File: config.mk
export PLATFORM = sky130hd
export DESIGN_NAME = dda_polygon_rasterizer
export DESIGN_NICKNAME = d
export VERILOG_FILES = /design/src/rtl/dpr_pkg.sv /design/src/rtl/dpr_divider.sv /design/src/rtl/dda_polygon_rasterizer.sv
export SDC_FILE = /design/constraint.sdc
export NUM_CORES = 1
export LEC_CHECK = 0
export BUFFER_PORTS_ARGS = -buffer_cell sky130_fd_sc_hd__buf_2
export CAP_MARGIN = 15
export CORE_UTILIZATION = 45
export CTS_CLUSTER_SIZE = 20
export DETAILED_ROUTE_END_ITERATION = 8
export PLACE_DENSITY = 0.65
export SKIP_LAST_GASP = 1
export SLEW_MARGIN = 20
export SYNTH_ARGS = -nofsm -noshare
export SYNTH_HDL_FRONTEND = slang
export SYNTH_SLANG_ARGS = --single-unit
File: constraint.sdc
create_clock -name clk -period 9.4 [get_ports clk]
set_input_delay 1.41 -clock clk [delete_from_list [all_inputs] [get_ports clk]]
set_output_delay 1.41 -clock clk [all_outputs]
set_load 0.02 [all_outputs]
File: src/rtl/dpr_pkg.sv
// Package for the DDA polygon rasterizer: widths, command codes and the
// point rounding function. No dependencies.
package dpr_pkg;

  localparam int COORD_BITS = 10;
  localparam int FRAC_BITS  = 16;

  // Q(COORD_BITS+1).FRAC_BITS signed accumulator
  localparam int ACC_W   = COORD_BITS + 1 + FRAC_BITS;
  // signed increment: sign, one integer bit, FRAC_BITS fraction bits
  localparam int INC_W   = FRAC_BITS + 2;
  // divider numerator: (|d| << FRAC_BITS) + steps/2
  localparam int NUM_W   = COORD_BITS + FRAC_BITS + 1;
  localparam int STEPS_W = COORD_BITS + 1;
  localparam int DCNT_W  = $clog2(NUM_W + 1);

  localparam int S_TDATA_W = ((2 * COORD_BITS + 7) / 8) * 8;
  localparam int M_TDATA_W = ((2 * COORD_BITS + 7) / 8) * 8;

  localparam logic [1:0] CMD_BEGIN = 2'd0;
  localparam logic [1:0] CMD_NEXT  = 2'd1;
  localparam logic [1:0] CMD_CLOSE = 2'd2;
  localparam logic [1:0] CMD_STEP  = 2'd3;

  typedef logic [COORD_BITS-1:0]   coord_t;
  typedef logic signed [ACC_W-1:0] acc_t;
  typedef logic signed [INC_W-1:0] inc_t;

  // Round to nearest (halves up) and saturate to [0, 2^COORD_BITS-1].
  function automatic coord_t round_point(input acc_t acc);
    logic signed [ACC_W:0] biased;
    coord_t                p;
    biased = {acc[ACC_W-1], acc} + (ACC_W + 1)'(1 << (FRAC_BITS - 1));
    if (biased[ACC_W]) begin
      p = '0;
    end else if (biased[ACC_W-1]) begin
      p = '1;
    end else begin
      p = biased[ACC_W-2:FRAC_BITS];
    end
    return p;
  endfunction

endpackage

File: src/rtl/dpr_divider.sv
// Bit-serial restoring divider: one quotient bit per cycle, MSB first.
// Depends on dpr_pkg for the numerator and coordinate widths.
module dpr_divider
  import dpr_pkg::*;
(
  input  logic             clk,
  input  logic             rst,
  input  logic             start,
  input  logic [NUM_W-1:0] num,
  input  coord_t           den,
  output logic             done,
  output logic [NUM_W-1:0] quo
);

  logic [NUM_W-1:0]    num_sr;
  logic [COORD_BITS:0] rem;
  coord_t              den_q;
  logic [DCNT_W-1:0]   cnt;
  logic                busy;

  logic [COORD_BITS:0] trial;
  logic                ge;

  // shift the next numerator bit into the partial remainder
  assign trial = {rem[COORD_BITS-1:0], num_sr[NUM_W-1]};
  assign ge    = trial >= {1'b0, den_q};

  always_ff @(posedge clk) begin
    if (rst) begin
      busy <= 1'b0;
      done <= 1'b0;
      cnt  <= '0;
    end else begin
      done <= 1'b0;
      if (start) begin
        busy <= 1'b1;
        cnt  <= '0;
      end else if (busy) begin
        cnt <= cnt + 1'b1;
        if (cnt == DCNT_W'(NUM_W - 1)) begin
          busy <= 1'b0;
          done <= 1'b1;
        end
      end
    end
  end

  always_ff @(posedge clk) begin
    if (start) begin
      num_sr <= num;
      den_q  <= den;
      rem    <= '0;
    end else if (busy) begin
      num_sr <= {num_sr[NUM_W-2:0], 1'b0};
      rem    <= ge ? trial - {1'b0, den_q} : trial;
      quo    <= {quo[NUM_W-2:0], ge};
    end
  end

endmodule

File: src/rtl/dda_polygon_rasterizer.sv
// Top level of the DDA polygon rasterizer: command decode, vertex state,
// the two accumulators and the output register. Uses dpr_pkg, dpr_divider.
//
//  channel | dir | tdata (low bit up)   | tuser / tlast
//  --------+-----+----------------------+----------------------------
//  s_*     | in  | vx, vy, zero pad     | tuser = cmd
//  m_*     | out | px, py, zero pad     | tlast = last_point
//
// Begin and step items do not stall the input.
// Segment and close items of nonzero length run both increment divisions in
// parallel on bit-serial dividers: the input stalls until both are done,
// one quotient bit per cycle.
// A zero-length segment does not stall the input.
// The output register holds a point until taken; a new item is accepted only
// while the register is empty or being drained.
// rst is synchronous, active high, and leaves no segment active.
module dda_polygon_rasterizer
  import dpr_pkg::*;
(
  input  logic                 clk,
  input  logic                 rst,
  input  logic                 s_tvalid,
  output logic                 s_tready,
  input  logic [S_TDATA_W-1:0] s_tdata,   // [9:0] vx, [19:10] vy, rest zero
  input  logic [1:0]           s_tuser,   // [1:0] cmd
  output logic                 m_tvalid,
  input  logic                 m_tready,
  output logic [M_TDATA_W-1:0] m_tdata,   // [9:0] px, [19:10] py, rest zero
  output logic                 m_tlast    // last_point
);

  localparam logic ST_IDLE = 1'b0;
  localparam logic ST_DIV  = 1'b1;

  logic state;

  coord_t               first_vx, first_vy, cur_vx, cur_vy;
  acc_t                 acc_x, acc_y;
  inc_t                 inc_x, inc_y;
  logic [STEPS_W-1:0]   steps_left;
  logic                 seg_active;
  logic                 neg_x, neg_y;
  coord_t               px, py;

  logic                 s_fire;
  logic                 point_fire;
  logic [1:0]           cmd;
  coord_t               vx, vy, tx, ty;
  logic [COORD_BITS:0]  dx, dy;
  coord_t               ax, ay, steps;
  logic [NUM_W-1:0]     num_x, num_y, quo_x, quo_y;
  logic                 div_start, div_done_x, div_done_y;
  logic [INC_W-1:0]     qx, qy;

  assign cmd = s_tuser;
  assign vx  = s_tdata[COORD_BITS-1:0];
  assign vy  = s_tdata[2*COORD_BITS-1:COORD_BITS];

  assign s_tready = (state == ST_IDLE) && (!m_tvalid || m_tready);
  assign s_fire   = s_tvalid && s_tready;

  // a step on an active segment loads a point into the output register
  assign point_fire = s_fire && (cmd == CMD_STEP) && seg_active
                      && (steps_left != '0);

  // segment set-up: target, differences, magnitudes, step count
  assign tx = (cmd == CMD_CLOSE) ? first_vx : vx;
  assign ty = (cmd == CMD_CLOSE) ? first_vy : vy;
  assign dx = {1'b0, tx} - {1'b0, cur_vx};
  assign dy = {1'b0, ty} - {1'b0, cur_vy};
  assign ax = dx[COORD_BITS] ? COORD_BITS'(-dx) : dx[COORD_BITS-1:0];
  assign ay = dy[COORD_BITS] ? COORD_BITS'(-dy) : dy[COORD_BITS-1:0];
  assign steps = (ax > ay) ? ax : ay;

  // numerator rounds the quotient to nearest: add half the divisor
  assign num_x = {1'b0, ax, {FRAC_BITS{1'b0}}} + NUM_W'(steps >> 1);
  assign num_y = {1'b0, ay, {FRAC_BITS{1'b0}}} + NUM_W'(steps >> 1);

  assign div_start = s_fire && (cmd == CMD_NEXT || cmd == CMD_CLOSE)
                     && (steps != '0);

  dpr_divider u_div_x (
    .clk  (clk),
    .rst  (rst),
    .start(div_start),
    .num  (num_x),
    .den  (steps),
    .done (div_done_x),
    .quo  (quo_x)
  );

  dpr_divider u_div_y (
    .clk  (clk),
    .rst  (rst),
    .start(div_start),
    .num  (num_y),
    .den  (steps),
    .done (div_done_y),
    .quo  (quo_y)
  );

  // quotient never exceeds 2^FRAC_BITS, so the low bits hold it whole
  assign qx = quo_x[INC_W-1:0];
  assign qy = quo_y[INC_W-1:0];

  always_ff @(posedge clk) begin
    if (rst) begin
      state      <= ST_IDLE;
      first_vx   <= '0;
      first_vy   <= '0;
      cur_vx     <= '0;
      cur_vy     <= '0;
      acc_x      <= '0;
      acc_y      <= '0;
      inc_x      <= '0;
      inc_y      <= '0;
      steps_left <= '0;
      seg_active <= 1'b0;
      neg_x      <= 1'b0;
      neg_y      <= 1'b0;
      m_tvalid   <= 1'b0;
    end else begin
      // load a new point, else drain the output register
      if (point_fire) begin
        m_tvalid <= 1'b1;
      end else if (m_tready) begin
        m_tvalid <= 1'b0;
      end

      unique case (state)
        ST_IDLE: begin
          if (s_fire) begin
            unique case (cmd)
              CMD_BEGIN: begin
                // store both vertices and drop any active segment
                first_vx   <= vx;
                first_vy   <= vy;
                cur_vx     <= vx;
                cur_vy     <= vy;
                seg_active <= 1'b0;
                steps_left <= '0;
              end
              CMD_NEXT, CMD_CLOSE: begin
                acc_x      <= acc_t'({1'b0, cur_vx, {FRAC_BITS{1'b0}}});
                acc_y      <= acc_t'({1'b0, cur_vy, {FRAC_BITS{1'b0}}});
                cur_vx     <= tx;
                cur_vy     <= ty;
                seg_active <= 1'b1;
                neg_x      <= dx[COORD_BITS];
                neg_y      <= dy[COORD_BITS];
                if (steps == '0) begin
                  // zero length: emit the start point once
                  steps_left <= STEPS_W'(1);
                  inc_x      <= '0;
                  inc_y      <= '0;
                end else begin
                  steps_left <= STEPS_W'(steps);
                  state      <= ST_DIV;
                end
              end
              CMD_STEP: begin
                if (point_fire) begin
                  m_tlast    <= (steps_left == STEPS_W'(1));
                  px         <= round_point(acc_x);
                  py         <= round_point(acc_y);
                  acc_x      <= acc_x + {{(ACC_W-INC_W){inc_x[INC_W-1]}}, inc_x};
                  acc_y      <= acc_y + {{(ACC_W-INC_W){inc_y[INC_W-1]}}, inc_y};
                  steps_left <= steps_left - 1'b1;
                  if (steps_left == STEPS_W'(1)) begin
                    seg_active <= 1'b0;
                  end
                end
              end
              default: begin
              end
            endcase
          end
        end
        ST_DIV: begin
          // both dividers run in lockstep; apply the signs once done
          if (div_done_x && div_done_y) begin
            inc_x <= neg_x ? -qx : qx;
            inc_y <= neg_y ? -qy : qy;
            state <= ST_IDLE;
          end
        end
        default: begin
          state <= ST_IDLE;
        end
      endcase
    end
  end

  assign m_tdata = M_TDATA_W'({py, px});

endmodule

==> results.json <==
{
  "asyncSetResetFlopFracSynth_pct": 0,
  "cts_resized": 0,
  "min_period_ns": 8.08,
  "grt_max_degree": 73,
  "critPathCaptureType": "flop",
  "clkTransAtPathRegs_ns": 0.06,
  "core_region_area_sq_um": 39800,
  "fin_crit_sh_pct": 85.9,
  "rsz0062_at_grt": "no",
  "antenna_cells": 0,
  "status": "complete, no violations",
  "antenna_found_initial": 1,
  "syn_area_sq_um": 18200,
  "hold_path_end": "first_vx[7]",
  "synth_cells": 1961,
  "ys_seq_area_share_pct": 39.8,
  "postCtsHoldBufs": 0,
  "drc": 0,
  "r2r_cells": 23,
  "ant_nets": 0,
  "design_area_sq_um": 19900,
  "worstSetupPathType": "in2reg",
  "seq_area_sq_um": 7240,
  "hold_depth": 2,
  "vias": 14100,
  "cts_buffer_depth": 3,
  "synth_edf_count": 121,
  "dpl_worst_slack_ns": 0.835,
  "place_area_sq_um": 18900,
  "timing.rr.end": "u_div_y.cnt[1]",
  "slew_violations": 0,
  "worst_pin_slew_ns": 1.07,
  "syn_avg_cell_area_sq_um": 9.27,
  "firstDrtPassIters": 5,
  "die_w_um": 203,
  "worst-path-buf-inv": 7,
  "power.leakage_nw": 8.05,
  "ys.flop_type": "dfxtp_1",
  "hpwlAfterDp_um": 28400,
  "grt_overflow": 0,
  "slew_headroom_pct": 28.5,
  "cts_setup_buffers": 0,
  "setup_slack_ns": 1.32,
  "ios": 57,
  "clock_latency_ns": 0.52,
  "cp-start-kind": "primary input",
  "crit_fanout": 30,
  "h-tree-depth": 2,
  "setup_viol": 0,
  "drt_wl_total_um": 41400,
  "synthToLayoutAreaGrowth_pct": 9.68,
  "path_depth": 25,
  "arrival_ns": 8.50,
  "gp_congestion": 0.881,
  "die_area_sq_um": 41200,
  "io_buffers": 48,
  "p_per_area_nw_per_um2": 220,
  "start_util_pct": 45.7,
  "numCtsBuffers": 35,
  "grt_usage_pct": 20.0,
  "final_common_cell": "nand2_1",
  "yosys_warnings": 0,
  "critPathMaxStageDelay_ns": 0.59,
  "wl_per_cell_um": 16.4,
  "min_path_type": "reg2reg",
  "peakVddDrop_mv": 0.190,
  "final_cell_mix": "nand2_1 (194), dfxtp_1 (179), nor2_1 (147), a21oi_1 (144), edfxtp_1 (121)",
  "numClockSinks": 301,
  "grt_pass1_vias": 13400,
  "clockRootBuffer": "clkbuf_16",
  "critPathTopFamily": "compound AO/OA/AOI/OAI gates",
  "finalHoldViolations": 0,
  "num_rows": 73,
  "viasPerCell": 5.57,
  "grt_pass1_wl_um": 67800,
  "slowest_stage": "a2111o_1",
  "cts_tree": "yes",
  "ff2ff_setup_slack_ns": 2.63,
  "drt_iter0_drc": 825,
  "multi_input_area_sq_um": 10200,
  "n_fill_cell": 3725,
  "cp.required_ns": 9.82,
  "die_h_um": 203,
  "hold_start": "first_vx[7]",
  "drv_cap": 0,
  "fmax_ghz": 0.124,
  "synth-seq-cells": 301,
  "final_net_count": 2131,
  "reg2reg_from": "first_vy[0]",
  "ys_types": 83,
  "clock-skew-final_ns": 0.0129,
  "setup_tns_ns": 0,
  "drive_gt1_share_pct": 9.08
}
## synth_stat cells, types with 10 or more instances
master      n  area share, %
a211oi_1   43            1.8
a21o_1     38            1.6
a21oi_1   145            4.0
a22oi_1    19           0.78
a31oi_1    18           0.62
and2_1     28           0.96
and3_1     13           0.45
clkbuf_1   67            1.4
dfxtp_1   180             20
edfxtp_1  121             20
ha_1      117            8.1
inv_1      93            1.9
mux2_2     24            1.5
mux2_4     12           0.99
mux2i_1    73            4.0
nand2_1   194            4.0
nand2b_1   73            2.5
nand3_1    42            1.2
nand4_1    19           0.65
nor2_1    148            3.1
nor2b_1    11           0.38
nor3_1     34           0.94
o21a_1     17           0.70
o21ai_0    99            2.7
o31ai_1    13           0.54
o41ai_1    10           0.48
or3_1      11           0.38
xnor2_1    93            4.5
xor2_1     43            2.1
## cell families (layout without fill, tap and decap cells)
logic type      Yosys count  in the layout  synth area share [%]
simple gates            617            617                  16.4
compound gates          491            491                  17.9
flops                   301            301                  39.8
buf+inv                 182            222                  4.09
xor+xnor                137            137                  6.67
fa+ha+maj               123            123                  8.71
mux                     109            109                  6.50
other cells               1              4                0.0206
## layout make-up
type | instances | area share [%]
clock buffers | 51 | 5.01
clock inverters | 12 | 0.376
inverters | 94 | 1.77
multi-input cells | 1481 | 51.4
flip-flops and latches | 301 | 36.3
well taps | 525 | 3.29
repair buffers | 65 | 1.86
## worst min-delay path, stage by stage (launching register included)
cell     delay [ns]
dfxtp_1        0.30
nand2_1        0.05
a21oi_1        0.05
## layer usage
layer,track usage [%],vias to the layer above,share of wire (%)
met5,0,-,0
met4,5.56,0,2.0
li1,-,7099,-
met3,2.70,58,4.2
met1,27.5,6684,48
met2,32.7,249,46
## where the power goes
group	leakage, nW	internal [mW]	switching [mW]
logic	4.93	0.600	0.852
registers	2.60	1.54	0.0967
clock network	0.523	0.762	0.536
## stage by stage
step / utilization (%) / hold WS, ns / std cells / total power, mW
floorplan: - / 0.433 / 1964 / 2.74
detailed placement: 47.4 / 0.446 / 2466 / 3.09
CTS: 50.1 / 0.454 / 2529 / 4.41
finish: 50.1 / 0.451 / 2529 / 4.39
global route: 50.1 / 0.468 / 2529 / 4.65
global placement: 47.4 / 0.439 / 2466 / 3.06
## worst max-delay path by stage
stage / slack (ns) / to / startpoint
final: 1.32 / u_div_y.cnt[1] / s_tuser[0]
after global routing: 0.90 / u_div_y.cnt[1] / s_tuser[0]
after CTS: 1.36 / u_div_y.cnt[1] / s_tuser[0]
after detailed placement: 0.84 / u_div_x.cnt[1] / s_tuser[0]
after global placement: 0.94 / u_div_y.den_q[0] / s_tuser[0]
after floorplan: 1.59 / u_div_x.quo[0] / s_tuser[0]
## flip-flops by register name (all words and copies together), names as in the netlist, 11 cells and up
register,cells
acc_x,27
acc_y,27
u_div_x.num_sr,27
u_div_y.num_sr,27
inc_x,18
inc_y,18
u_div_x.quo,18
u_div_y.quo,18
steps_left,11
Note: power is estimated with default switching activity, not from simulation.
